`src/hdl/pps_pkg.sv`:
```
package pps_pkg;

	// Default sizing of the task table
	localparam int MAX_TASKS_DEF = 16;
	localparam int PRIO_BITS_DEF = 8;

	// Widths of the transfer fields
	localparam int CMD_W     = 2;
	localparam int SLOT_IN_W = 4;
	localparam int ARR_W     = 16;
	localparam int BURST_W   = 16;
	localparam int PRIO_IN_W = 8;
	localparam int TIME_W    = 32;
	localparam int COUNT_W   = 5;

	localparam logic [COUNT_W-1:0] COUNT_MAX = 5'd31;

	// Command codes
	localparam logic [CMD_W-1:0] CMD_LOAD  = 2'd0;
	localparam logic [CMD_W-1:0] CMD_TICK  = 2'd1;
	localparam logic [CMD_W-1:0] CMD_CLEAR = 2'd2;

	// Control from the sequencer to the selection unit
	typedef struct packed {
		logic              init;
		logic              sample;
		logic [TIME_W-1:0] now;
	} sel_ctrl_t;

endpackage

```
`src/hdl/pps_if.sv`:
```
// Command channel: one load, tick or clear per transfer.
interface pps_cmd_if;
	logic                               valid;
	logic                               ready;
	logic [pps_pkg::CMD_W-1:0]          command;
	logic [pps_pkg::SLOT_IN_W-1:0]      task_slot;
	logic [pps_pkg::ARR_W-1:0]          arrival_time;
	logic [pps_pkg::BURST_W-1:0]        burst_length;
	logic [pps_pkg::PRIO_IN_W-1:0]      task_priority;

	modport source (output valid, command, task_slot, arrival_time, burst_length,
		task_priority, input ready);
	modport sink (input valid, command, task_slot, arrival_time, burst_length,
		task_priority, output ready);
endinterface

// Result channel: one transfer per tick.
interface pps_res_if;
	logic                               valid;
	logic                               ready;
	logic                               idle;
	logic [pps_pkg::SLOT_IN_W-1:0]      running_slot;
	logic                               task_finished;
	logic [pps_pkg::TIME_W-1:0]         finish_time;
	logic                               all_done;

	modport source (output valid, idle, running_slot, task_finished, finish_time,
		all_done, input ready);
	modport sink (input valid, idle, running_slot, task_finished, finish_time,
		all_done, output ready);
endinterface

```
`src/hdl/preemptive_priority_scheduler.sv`:
```
// Channel | Role | Transfer carries
// cmd     | sink   | command, task_slot, arrival_time, burst_length, task_priority
// res     | source | idle, running_slot, task_finished, finish_time, all_done
//
// A load reads the old slot on accept, then writes it in the load state; a clear
// completes on accept. A tick reads the task memory once per slot, slot 0 on
// accept and the rest in the scan state, then passes a drain state for the last
// read and an update state that writes the winner back.
// No clearing pass follows reset: per-slot valid bits make the table read as empty.
// A result waits in an output register; a later load or clear proceeds meanwhile,
// and the next tick holds in its update cycle until the register is free.
module preemptive_priority_scheduler #(
	parameter int MAX_TASKS     = pps_pkg::MAX_TASKS_DEF,
	parameter int PRIORITY_BITS = pps_pkg::PRIO_BITS_DEF
) (
	input  logic           clk,
	input  logic           arst_n,
	pps_cmd_if.sink        cmd,
	pps_res_if.source      res
);

	localparam int SLOT_W  = $clog2(MAX_TASKS);
	localparam int ENTRY_W = pps_pkg::ARR_W + pps_pkg::BURST_W + PRIORITY_BITS;

	localparam logic [2:0] ST_IDLE   = 3'd0;
	localparam logic [2:0] ST_LOAD   = 3'd1;
	localparam logic [2:0] ST_SCAN   = 3'd2;
	localparam logic [2:0] ST_DRAIN  = 3'd3;
	localparam logic [2:0] ST_UPDATE = 3'd4;

	logic [2:0]                      state_q;
	logic                            cmd_acc;
	logic                            slot_ok;
	logic [SLOT_W-1:0]               slot_q;
	logic [pps_pkg::ARR_W-1:0]       arr_q;
	logic [pps_pkg::BURST_W-1:0]     burst_q;
	logic [PRIORITY_BITS-1:0]        prio_q;
	logic [SLOT_W-1:0]               idx_q;
	logic                            smp_s1;
	logic [SLOT_W-1:0]               slot_s1;
	logic                            rd_vld_s1;
	logic [MAX_TASKS-1:0]            valid_q;
	logic [pps_pkg::TIME_W-1:0]      time_q;
	logic [pps_pkg::COUNT_W-1:0]     cnt_q;

	logic                            re;
	logic [SLOT_W-1:0]               raddr;
	logic                            we;
	logic [SLOT_W-1:0]               waddr;
	logic [ENTRY_W-1:0]              wdata;
	logic [ENTRY_W-1:0]              rdata;
	logic [ENTRY_W-1:0]              entry;
	logic [pps_pkg::ARR_W-1:0]       rd_arr;
	logic [pps_pkg::BURST_W-1:0]     rd_rem;
	logic [PRIORITY_BITS-1:0]        rd_prio;

	pps_pkg::sel_ctrl_t              sel_ctrl;
	logic                            found;
	logic [SLOT_W-1:0]               best_slot;
	logic [pps_pkg::ARR_W-1:0]       best_arr;
	logic [pps_pkg::BURST_W-1:0]     best_rem;
	logic [PRIORITY_BITS-1:0]        best_prio;

	logic                            upd_go;
	logic                            finished;
	logic [pps_pkg::TIME_W-1:0]      time_next;
	logic [pps_pkg::COUNT_W-1:0]     cnt_tick;
	logic [pps_pkg::COUNT_W-1:0]     cnt_load;

	logic                            res_valid_q;
	logic                            res_idle_q;
	logic [pps_pkg::SLOT_IN_W-1:0]   res_slot_q;
	logic                            res_fin_q;
	logic [pps_pkg::TIME_W-1:0]      res_time_q;
	logic                            res_done_q;

	// Input handshake: one command at a time.
	assign cmd.ready = (state_q == ST_IDLE);
	assign cmd_acc   = cmd.valid && cmd.ready;
	assign slot_ok   = (32'(cmd.task_slot) < 32'(MAX_TASKS));

	// Task memory ports.
	assign re    = (cmd_acc && (cmd.command == pps_pkg::CMD_LOAD) && slot_ok) ||
		(cmd_acc && (cmd.command == pps_pkg::CMD_TICK)) || (state_q == ST_SCAN);
	assign raddr = (state_q != ST_IDLE) ? idx_q :
		(cmd.command == pps_pkg::CMD_TICK) ? '0 : SLOT_W'(cmd.task_slot);

	assign upd_go = (state_q == ST_UPDATE) && (!res_valid_q || res.ready);

	always_comb begin
		we    = 1'b0;
		waddr = slot_q;
		wdata = {arr_q, burst_q, prio_q};
		if (state_q == ST_LOAD) begin
			we = 1'b1;
		end else if (upd_go && found) begin
			we    = 1'b1;
			waddr = best_slot;
			wdata = {best_arr, best_rem - 16'd1, best_prio};
		end
	end

	pps_ram #(
		.WIDTH (ENTRY_W),
		.DEPTH (MAX_TASKS)
	) u_ram (
		.clk   (clk),
		.we    (we),
		.waddr (waddr),
		.wdata (wdata),
		.re    (re),
		.raddr (raddr),
		.rdata (rdata)
	);

	// A slot never written since the last clear reads as empty.
	assign entry   = rd_vld_s1 ? rdata : '0;
	assign rd_arr  = entry[ENTRY_W-1 -: pps_pkg::ARR_W];
	assign rd_rem  = entry[PRIORITY_BITS +: pps_pkg::BURST_W];
	assign rd_prio = entry[PRIORITY_BITS-1:0];

	assign sel_ctrl.init   = cmd_acc && (cmd.command == pps_pkg::CMD_TICK);
	assign sel_ctrl.sample = smp_s1;
	assign sel_ctrl.now    = time_q;

	pps_select #(
		.MAX_TASKS     (MAX_TASKS),
		.PRIORITY_BITS (PRIORITY_BITS)
	) u_select (
		.clk       (clk),
		.arst_n    (arst_n),
		.ctrl      (sel_ctrl),
		.slot      (slot_s1),
		.arr       (rd_arr),
		.rem       (rd_rem),
		.prio      (rd_prio),
		.found     (found),
		.best_slot (best_slot),
		.best_arr  (best_arr),
		.best_rem  (best_rem),
		.best_prio (best_prio)
	);

	// Bookkeeping for the tick update and for a load.
	assign finished  = found && (best_rem == 16'd1);
	assign time_next = (time_q == '1) ? time_q : time_q + 32'd1;
	assign cnt_tick  = (finished && (cnt_q != '0)) ? cnt_q - 5'd1 : cnt_q;

	always_comb begin
		cnt_load = cnt_q;
		if ((rd_rem == '0) && (burst_q != '0)) begin
			if (cnt_q < pps_pkg::COUNT_MAX) begin
				cnt_load = cnt_q + 5'd1;
			end
		end else if ((rd_rem != '0) && (burst_q == '0)) begin
			if (cnt_q != '0) begin
				cnt_load = cnt_q - 5'd1;
			end
		end
	end

	// Sequencer and scheduler state.
	always_ff @(posedge clk or negedge arst_n) begin
		if (!arst_n) begin
			state_q   <= ST_IDLE;
			idx_q     <= '0;
			smp_s1    <= 1'b0;
			rd_vld_s1 <= 1'b0;
			valid_q   <= '0;
			time_q    <= '0;
			cnt_q     <= '0;
		end else begin
			smp_s1 <= (state_q == ST_SCAN) || sel_ctrl.init;
			if (re) begin
				rd_vld_s1 <= valid_q[raddr];
			end
			case (state_q)
				ST_IDLE: begin
					if (cmd_acc) begin
						case (cmd.command)
							pps_pkg::CMD_LOAD: begin
								if (slot_ok) begin
									state_q <= ST_LOAD;
								end
							end
							pps_pkg::CMD_TICK: begin
								idx_q   <= SLOT_W'(1);
								state_q <= ST_SCAN;
							end
							pps_pkg::CMD_CLEAR: begin
								valid_q <= '0;
								time_q  <= '0;
								cnt_q   <= '0;
							end
							default: begin
							end
						endcase
					end
				end
				ST_LOAD: begin
					valid_q[slot_q] <= 1'b1;
					cnt_q           <= cnt_load;
					state_q         <= ST_IDLE;
				end
				ST_SCAN: begin
					if (idx_q == SLOT_W'(MAX_TASKS - 1)) begin
						state_q <= ST_DRAIN;
					end else begin
						idx_q <= idx_q + SLOT_W'(1);
					end
				end
				ST_DRAIN: begin
					state_q <= ST_UPDATE;
				end
				ST_UPDATE: begin
					if (upd_go) begin
						time_q  <= time_next;
						cnt_q   <= cnt_tick;
						state_q <= ST_IDLE;
					end
				end
				default: begin
					state_q <= ST_IDLE;
				end
			endcase
		end
	end

	// Slot 0 is read in the accept cycle, so the scan counter starts at one;
	// the first sample in the scan state belongs to slot 0.
	always_ff @(posedge clk) begin
		if (re) begin
			slot_s1 <= raddr;
		end
		if (cmd_acc) begin
			slot_q  <= SLOT_W'(cmd.task_slot);
			arr_q   <= cmd.arrival_time;
			burst_q <= cmd.burst_length;
			prio_q  <= PRIORITY_BITS'(cmd.task_priority);
		end
	end

	// Output register for the tick result.
	always_ff @(posedge clk or negedge arst_n) begin
		if (!arst_n) begin
			res_valid_q <= 1'b0;
		end else if (upd_go) begin
			res_valid_q <= 1'b1;
		end else if (res.ready) begin
			res_valid_q <= 1'b0;
		end
	end

	always_ff @(posedge clk) begin
		if (upd_go) begin
			res_idle_q <= !found;
			res_slot_q <= found ? pps_pkg::SLOT_IN_W'(best_slot) : '0;
			res_fin_q  <= finished;
			res_time_q <= time_next;
			res_done_q <= (cnt_tick == '0);
		end
	end

	assign res.valid         = res_valid_q;
	assign res.idle          = res_idle_q;
	assign res.running_slot  = res_slot_q;
	assign res.task_finished = res_fin_q;
	assign res.finish_time   = res_time_q;
	assign res.all_done      = res_done_q;

endmodule

```
`src/hdl/pps_ram.sv`:
```
module pps_ram #(
	parameter int WIDTH = 8,
	parameter int DEPTH = 16
) (
	input  logic                     clk,
	input  logic                     we,
	input  logic [$clog2(DEPTH)-1:0] waddr,
	input  logic [WIDTH-1:0]         wdata,
	input  logic                     re,
	input  logic [$clog2(DEPTH)-1:0] raddr,
	output logic [WIDTH-1:0]         rdata
);

	logic [WIDTH-1:0] mem_q [DEPTH];

	// One write port and one registered read port.
	always_ff @(posedge clk) begin
		if (we) begin
			mem_q[waddr] <= wdata;
		end
		if (re) begin
			rdata <= mem_q[raddr];
		end
	end

endmodule

```
`src/hdl/pps_select.sv`:
```
module pps_select #(
	parameter int MAX_TASKS     = pps_pkg::MAX_TASKS_DEF,
	parameter int PRIORITY_BITS = pps_pkg::PRIO_BITS_DEF
) (
	input  logic                         clk,
	input  logic                         arst_n,
	input  pps_pkg::sel_ctrl_t           ctrl,
	input  logic [$clog2(MAX_TASKS)-1:0] slot,
	input  logic [pps_pkg::ARR_W-1:0]    arr,
	input  logic [pps_pkg::BURST_W-1:0]  rem,
	input  logic [PRIORITY_BITS-1:0]     prio,
	output logic                         found,
	output logic [$clog2(MAX_TASKS)-1:0] best_slot,
	output logic [pps_pkg::ARR_W-1:0]    best_arr,
	output logic [pps_pkg::BURST_W-1:0]  best_rem,
	output logic [PRIORITY_BITS-1:0]     best_prio
);

	localparam int SLOT_W = $clog2(MAX_TASKS);

	logic                        found_q;
	logic [SLOT_W-1:0]           slot_q;
	logic [pps_pkg::ARR_W-1:0]   arr_q;
	logic [pps_pkg::BURST_W-1:0] rem_q;
	logic [PRIORITY_BITS-1:0]    prio_q;
	logic                        ready_task;
	logic                        better;

	// A task competes once it has arrived and still has work. Equal priority
	// goes to the later arrival, and slots arrive in ascending order, so an
	// equal arrival hands the win to the higher slot.
	assign ready_task = (rem != '0) &&
		({{(pps_pkg::TIME_W-pps_pkg::ARR_W){1'b0}}, arr} <= ctrl.now);
	assign better = !found_q || (prio > prio_q) || ((prio == prio_q) && (arr >= arr_q));

	always_ff @(posedge clk or negedge arst_n) begin
		if (!arst_n) begin
			found_q <= 1'b0;
		end else if (ctrl.init) begin
			found_q <= 1'b0;
		end else if (ctrl.sample && ready_task && better) begin
			found_q <= 1'b1;
		end
	end

	// Best candidate so far.
	always_ff @(posedge clk) begin
		if (ctrl.sample && ready_task && better) begin
			slot_q <= slot;
			arr_q  <= arr;
			rem_q  <= rem;
			prio_q <= prio;
		end
	end

	assign found     = found_q;
	assign best_slot = slot_q;
	assign best_arr  = arr_q;
	assign best_rem  = rem_q;
	assign best_prio = prio_q;

endmodule

```
`src/flat_wrapper.sv`:
```
// flat-port wrapper written by rule: the top's interface ports become plain ports
module preemptive_priority_scheduler_flat 
#(
	parameter int MAX_TASKS     = pps_pkg::MAX_TASKS_DEF,
	parameter int PRIORITY_BITS = pps_pkg::PRIO_BITS_DEF
)
  (clk, arst_n, cmd_valid, cmd_command, cmd_task_slot, cmd_arrival_time, cmd_burst_length, cmd_task_priority, cmd_ready, res_valid, res_idle, res_running_slot, res_task_finished, res_finish_time, res_all_done, res_ready);
  pps_cmd_if cmd_i ();
  pps_res_if res_i ();
  input  logic clk;
  input  logic arst_n;
  input wire logic [$bits(cmd_i.valid)-1:0] cmd_valid;
  input wire logic [$bits(cmd_i.command)-1:0] cmd_command;
  input wire logic [$bits(cmd_i.task_slot)-1:0] cmd_task_slot;
  input wire logic [$bits(cmd_i.arrival_time)-1:0] cmd_arrival_time;
  input wire logic [$bits(cmd_i.burst_length)-1:0] cmd_burst_length;
  input wire logic [$bits(cmd_i.task_priority)-1:0] cmd_task_priority;
  output wire logic [$bits(cmd_i.ready)-1:0] cmd_ready;
  output wire logic [$bits(res_i.valid)-1:0] res_valid;
  output wire logic [$bits(res_i.idle)-1:0] res_idle;
  output wire logic [$bits(res_i.running_slot)-1:0] res_running_slot;
  output wire logic [$bits(res_i.task_finished)-1:0] res_task_finished;
  output wire logic [$bits(res_i.finish_time)-1:0] res_finish_time;
  output wire logic [$bits(res_i.all_done)-1:0] res_all_done;
  input wire logic [$bits(res_i.ready)-1:0] res_ready;
  assign cmd_i.valid = cmd_valid;
  assign cmd_i.command = cmd_command;
  assign cmd_i.task_slot = cmd_task_slot;
  assign cmd_i.arrival_time = cmd_arrival_time;
  assign cmd_i.burst_length = cmd_burst_length;
  assign cmd_i.task_priority = cmd_task_priority;
  assign cmd_ready = cmd_i.ready;
  assign res_valid = res_i.valid;
  assign res_idle = res_i.idle;
  assign res_running_slot = res_i.running_slot;
  assign res_task_finished = res_i.task_finished;
  assign res_finish_time = res_i.finish_time;
  assign res_all_done = res_i.all_done;
  assign res_i.ready = res_ready;
  preemptive_priority_scheduler #(.MAX_TASKS(MAX_TASKS), .PRIORITY_BITS(PRIORITY_BITS)) u_core (.clk(clk), .arst_n(arst_n), .cmd(cmd_i), .res(res_i));
endmodule
```
`config.mk`:
```
export PLATFORM = sky130hd
export DESIGN_NAME = preemptive_priority_scheduler_flat
export DESIGN_NICKNAME = d
export VERILOG_FILES = /design/src/hdl/pps_pkg.sv /design/src/hdl/pps_if.sv /design/src/hdl/preemptive_priority_scheduler.sv /design/src/hdl/pps_ram.sv /design/src/hdl/pps_select.sv /design/src/flat_wrapper.sv
export SDC_FILE = /design/constraint.sdc
export NUM_CORES = 1
export LEC_CHECK = 0
export ABC_CLOCK_PERIOD_IN_PS = 8700
export BUFFER_PORTS_ARGS = -buffer_cell sky130_fd_sc_hd__buf_2
export CORE_MARGIN = 2
export CORE_UTILIZATION = 55
export DETAILED_ROUTE_END_ITERATION = 8
export PLACE_DENSITY = 0.75
export SYNTH_ARGS = -nofsm -noshare
export SYNTH_HDL_FRONTEND = slang
export SYNTH_SLANG_ARGS = --single-unit
```
`constraint.sdc`:
```
create_clock -name clk -period 8.7 [get_ports clk]
set_clock_uncertainty 0.1 [all_clocks]
set_input_delay 0.87 -clock clk [delete_from_list [all_inputs] [get_ports clk]]
set_output_delay 0.87 -clock clk [all_outputs]
set_load 0.1 [all_outputs]
```
### After elaboration in Yosys (flattened, before gate mapping)

Memories as Yosys holds them, arrays and structs flattened. A register that Yosys moved wholly into a read port is not among the register bits.
Cells that the tools add are included.

| storage, ports and cells | value |
|---|---|
| memory bits (writable) | 640 |
| flip-flop bits (word level) | 195 |
| bits of input ports | 50 |
| memories kept | 1 |
| output and inout bits | 41 |

| cells by class | value |
|---|---|
| muxes and demuxes | 45 |
| bitwise gates (word level) | 1 |
| reductions and logical operators | 42 |
| add/subtract/negate cells | 5 |
| equality and inequality tests | 20 |
| $lt $le $gt $ge | 7 |

Memory list:

| memory | depth | bits a word | read ports | clocked after Yosys merged registers in | wr ports | RTL line | RTL |
|---|---|---|---|---|---|---|---|
| u_core.u_ram.mem_q | 16 | 40 | 1 | 1 | 1 | pps_ram.sv:14 | `logic [WIDTH-1:0] mem_q [DEPTH];` |

Operator list:

| operator | count |
|---|---|
| $mux W32 | 4 |
| $mux W40 | 3 |
| $pmux W32 S2 | 1 |
| $mux W5 | 8 |
| $add A32 B1 Y32 const B | 1 |
| $eq A32 B32 Y1 const B | 1 |
| $le A16 B32 Y1 | 1 |
| $logic_not A16 Y1 | 2 |
| $mux W16 | 2 |
| $pmux W16 S2 | 1 |
| $reduce_bool A16 Y1 | 2 |
| $mux W4 | 7 |
| $eq A16 B1 Y1 const B | 1 |
| $ge A16 B16 Y1 | 1 |
| $or A16 B16 Y16 | 1 |
| $sub A16 B1 Y16 const B | 1 |
| $pmux W5 S3 | 1 |
| $logic_and A1 B1 Y1 | 14 |
| $ne A3 B3 Y1 const B | 4 |
| $pmux W3 S4 | 1 |
| $reduce_and A4 Y1 | 3 |
| $lt A4 B5 Y1 const B | 2 |
| $mux W1 | 10 |
| $ne A2 B2 Y1 const B | 5 |
| 29 further kinds | 43 |

### Logic depth before layout (Yosys ltp)

| depth | value |
|---|---|
| depth after elaboration | 8 |
| mapped depth | 11 |

### Cells and area by module

Synthesis repeated with hierarchy kept, for this count alone.

| unflattened totals | value |
|---|---|
| cell total of the unflattened synthesis | 1979 |
| area total of the unflattened synthesis | 35864.4 µm² |

Modules (own cells, without submodules):

| module | instances | sequential area each (µm²) | cells each | area an instance (µm²) |
|---|---|---|---|---|
| pps_ram | 1 | 20419.6 | 1040 | 25532.0 |
| preemptive_priority_scheduler | 1 | 4189.0 | 743 | 7858.8 |
| pps_select | 1 | 1346.3 | 196 | 2473.6 |

### Worst setup path after synthesis

Ideal clock, no wire load.

| timing | value |
|---|---|
| path kind | reg-to-reg |
| start | reg u_core.state_q[1] |
| end | reg u_core.rd_vld_s1 |
| library setup time | 0.312 ns |
| setup slack | 2.668 ns |
| path buffers | 0 |
| required time | 8.288 ns |
| cell stages (with the launch flop) | 8 |
| clock period less this slack | 6.032 ns |
| data arrival time | 5.620 ns |
| path through | dfrtp_1 or3_1 inv_2 nand2_1 o21ai_0 o311ai_0 o22ai_1 a21oi_1 |

| between the ends | value |
|---|---|
| word-level cells in the longest chain between the ends | 5 |
| elaborated cells on any way between the ends | 11 |

Ends and longest elaborated chain:

| element | RTL line | RTL |
|---|---|---|
| start: declaration | preemptive_priority_scheduler.sv:31 | `logic [2:0] state_q;` |
| start signal: assignment | preemptive_priority_scheduler.sv:165 | `state_q <= ST_IDLE;` |
| start signal: assignment | preemptive_priority_scheduler.sv:183 | `state_q <= ST_LOAD;` |
| start signal: assignment | preemptive_priority_scheduler.sv:188 | `state_q <= ST_SCAN;` |
| $logic_not A3 Y1 * | preemptive_priority_scheduler.sv:78 | `assign cmd.ready = (state_q == ST_IDLE);` |
| named net cmd_ready | flat_wrapper.sv:18 | `output wire logic [$bits(cmd_i.ready)-1:0] cmd_ready;` |
| $logic_and A1 B1 Y1 * | preemptive_priority_scheduler.sv:79 | `assign cmd_acc = cmd.valid && cmd.ready;` |
| $logic_and A1 B1 Y1 (on tied branches) | preemptive_priority_scheduler.sv:83, preemptive_priority_scheduler.sv:84 |  |
| $logic_or A1 B1 Y1 * | preemptive_priority_scheduler.sv:83 | `assign re = (cmd_acc && (cmd.command == pps_pkg::CMD_LOAD) && slot_ok) \|\|` |
| $logic_or A1 B1 Y1 * | preemptive_priority_scheduler.sv:84 | `(cmd_acc && (cmd.command == pps_pkg::CMD_TICK)) \|\| (state_q == ST_SCAN);` |
| named net u_core.re | preemptive_priority_scheduler.sv:46 | `logic re;` |
| end signal: assignment | preemptive_priority_scheduler.sv:175 | `rd_vld_s1 <= valid_q[raddr];` |
| end: declaration | preemptive_priority_scheduler.sv:41 | `logic rd_vld_s1;` |

The timed path passes the listed nets; every way through them passes the cells marked *. The select of a mux whose other input is x is not followed.
A chain may end at the register's enable or synchronous reset.

### Final worst setup path

| timing | value |
|---|---|
| start | reg u_core.state_q[1] |
| end | reg u_core.u_ram.rdata[30], read port of u_core.u_ram.mem_q (data pin) |

| between the ends | value |
|---|---|
| word-level cells in the longest chain between the ends | 5 |
| elaborated cells on any way between the ends | 9 |

Ends and longest elaborated chain:

| element | RTL line | RTL |
|---|---|---|
| $logic_not A3 Y1 | preemptive_priority_scheduler.sv:78 |  |
| $logic_and A1 B1 Y1 | preemptive_priority_scheduler.sv:79 |  |
| $logic_and A1 B1 Y1 (on tied branches) | preemptive_priority_scheduler.sv:83, preemptive_priority_scheduler.sv:84 |  |
| $logic_or A1 B1 Y1 | preemptive_priority_scheduler.sv:83 |  |
| $logic_or A1 B1 Y1 | preemptive_priority_scheduler.sv:84 |  |
| end: declaration | pps_ram.sv:11 | `output logic [WIDTH-1:0] rdata` |

Several ways; a longest one is shown, not always the timed one.

==> run metrics <==
Cells after Synth roughly 2400; Core Util, Final around 62%; crit path DAT approximately 4900 ps; Avg Inst Size Synth 15.3 um2; Clock Latency Late Sink roughly 650 ps; crit path buf inv count 4; port bufs 90; Placement Cell Area between 30000 and 40000 um2; antenna-violating nets left 0; max incr delay on CP 790 ps; Final Wtd Congestion between 0.8 and 0.9; TritonCTS Sinks 875; worst r2r src u_core.state_q[1]; Ys Warns 0; slowest stage cell, crit path buf_4; FFs w/ async S/R, synth 7.31%; Placed Cells roughly 3300; CP Capture Type flop; Yosys reg bits 875; hold endpoint u_core.prio_q[1]; worst slew pin tran approximately 1200 ps; router iterations before antenna repair 7; non-filler cells, final between 3000 and 4000; Reg2Reg Depth 10; clock tree root driver cell clkbuf_16; Max IR drop VDD 0.378 mV; CP Max Fanout 119; CTS Hold Bufs 0; critical path type flop to flop; final hold viol count 0; pre-CTS setup slack between 3000 and 4000 ps; fill cell count approximately 4600; H-Tree Level Count 3; final net count 2599; worst hold path type input pin to flop; total CTS buffers 87; initial DRC count roughly 2700; post-synthesis cell type count 69; Initial Utilization 55.7%; Final min period approximately 4600 ps; crit-path cells or3_1 -> inv_2 -> a31oi_4 -> buf_4 -> inv_8 -> buf_4 -> mux2i_1 -> mux2_2 -> o22ai_1 -> or3_1; area fraction of the dominant cell type after synthesis approximately two thirds; # DRC 0; max-slew violation total from the final report 0; status complete, no violations; Post-synth top flop edfxtp_1; WL/cell 25.4 um; Final Total Pwr between 10 and 15 mW; GR Util All Layers 25.0%; vias per cell 6.30; setup bufs post-CTS 0; Die W about 260 um; share of cells above drive strength 1 15.7%; Die Ht 262 um; cell taking the most area after synthesis edfxtp_1; post_cts resized 0; Clock Pin Slew Worst Setup and Hold Paths about 70 ps; # Max-Cap Violations 0; num ports just over 90; vias in the first global route between 20000 and 25000; Die Area between 60000 and 70000 um2; TritonCTS clock tree built; Syn-to-layout area delta 12.1%; total grt overflow 0; pin count of the biggest net entering global routing ~170; syn_nets about 2500; PD cells around 330 nW/um2; WL final between 80000 and 90000 um; startpoint types flop; top-count cell post-synth edfxtp_1; sequential area share after synthesis a little over two thirds; Finish-stage setup viols 0; hold-critical path depth 1; design area 41100 um2; top post-synthesis cells by area edfxtp_1 66%, mux2i_1 6.6%, dfrtp_1 4.4%; DPL Wire Length approximately 45000 um; RR Endpoint u_core.u_ram.rdata[30]; CTS Buffer Depth 3; fmax roughly 220 MHz; final hold slack a little under 300 ps; global-route wire length before repair between 100000 and 150000 um; final clock period utilization by the worst path a little over half; Core Rows 94; Synth Cell Area between 30000 and 40000 um2; WP data required roughly 9000 ps; Min-Delay Startpoint cmd_task_priority[1]; Rel. slew slack between 15 and 20%; final setup margin a little over 4000 ps; initial antenna violation count 0; DR vias ~22000; synth cell count leaders 811 x edfxtp_1, 243 x mux2i_1, 123 x a211oi_1; r2r setup slk about 4100 ps; Core Region ~66000 um2; RSZ-0062 raised after global routing no; EDFF count, synth about 810; Setup Total Neg Slack 0 ps; cell family with most CP delay buffers and inverters; leakage around 14 nW
-- metal layers --
layer	share of wire [%]	GRT usage [%]	vias to the layer above
met5	0	0	-
li1	-	-	9559
met4	2.7	7.72	0
met1	41	35.0	11000
met2	47	39.8	996
met3	8.7	5.01	161
-- kinds of logic after synthesis --
logic type | after synthesis | synth area share [%]
simple gates | 473 | 6.98
fa+ha+maj | 45 | 1.53
mux | 330 | 9.39
flops | 875 | 70.7
compound gates | 420 | 7.84
xor+xnor | 53 | 1.26
buf+inv | 199 | 2.27
-- how the worst max path moves through the flow --
stage                      start                endpoint  depth (start not counted)
2_1_floorplan  u_core.state_q[1]        u_core.rd_vld_s1                          7
3_3_place_gp      cmd_command[1]  u_core.u_ram.rdata[35]                         10
3_5_place_dp      cmd_command[1]  u_core.u_ram.rdata[13]                         10
4_1_cts        u_core.state_q[1]  u_core.u_ram.rdata[30]                         10
5_1_grt        u_core.state_q[1]  u_core.u_ram.rdata[30]                         10
6_report       u_core.state_q[1]  u_core.u_ram.rdata[30]                         10
-- placed cells by master (no fill, tap or decap), types with 8 or more instances in the layout --
cell / instances
o22ai_1: 45
clkinv_2: 16
mux2i_1: 243
a21o_1: 10
a21oi_1: 45
ha_1: 44
nand2_1: 103
xnor2_1: 36
edfxtp_1: 811
a31oi_1: 22
xor2_1: 17
nor4_1: 16
or3_1: 50
clkinv_1: 25
nor2_1: 52
o21ai_0: 66
buf_4: 66
o21ai_1: 9
buf_2: 90
nor3_1: 20
clkbuf_1: 16
nand3_1: 19
nor2_4: 16
and2_1: 120
mux2_2: 84
o31ai_1: 13
and4_1: 8
clkbuf_16: 90
nand4_1: 17
a211oi_1: 123
inv_1: 58
a2111oi_0: 42
dfrtp_1: 64
-- sequential cells by signal (all words and copies together), names as in the netlist, 5 cells and up --
name,flops
u_core.u_select.best_rem,16
u_core.cnt_q,5
u_core.time_q,32
u_core.valid_q,16
u_core.u_ram.mem_q,640
u_core.burst_q,16
u_core.res.finish_time,32
u_core.u_ram.rdata,40
u_core.arr_q,16
u_core.u_select.best_arr,16
u_core.u_select.best_prio,8
u_core.prio_q,8
-- worst reg2reg max path: cells and delay by family, from the launching register on --
| kind | cells | cell delay [ps] |
|---|---|---|
| buf+inv | 4 | 2200 |
| simple gates | 2 | 870 |
| mux | 2 | 500 |
| flops | 1 | 480 |
| compound gates | 2 | 220 |
-- where the power goes --
part	switching [mW]	internal (mW)	total, mW
registers	0.215	5.37	5.58
clock network	1.57	2.05	3.62
logic	2.74	1.47	4.20
total	4.52	8.88	13.4
-- layout make-up --
type | instances | area, um2 | share of cell area [%]
Clock inverter | 54 | 439 | 1.07
Multi-Input combinational cell | 1321 | 10100 | 24.6
Clock buffer | 106 | 2310 | 5.62
Timing Repair Buffer | 158 | 986 | 2.40
Antenna cell | 1 | 2.50 | 0.00608
Inverter | 62 | 240 | 0.584
Sequential cell | 875 | 26000 | 63.1
Tap cell | 864 | 1080 | 2.63
Note: power is estimated with default switching activity, not from simulation.
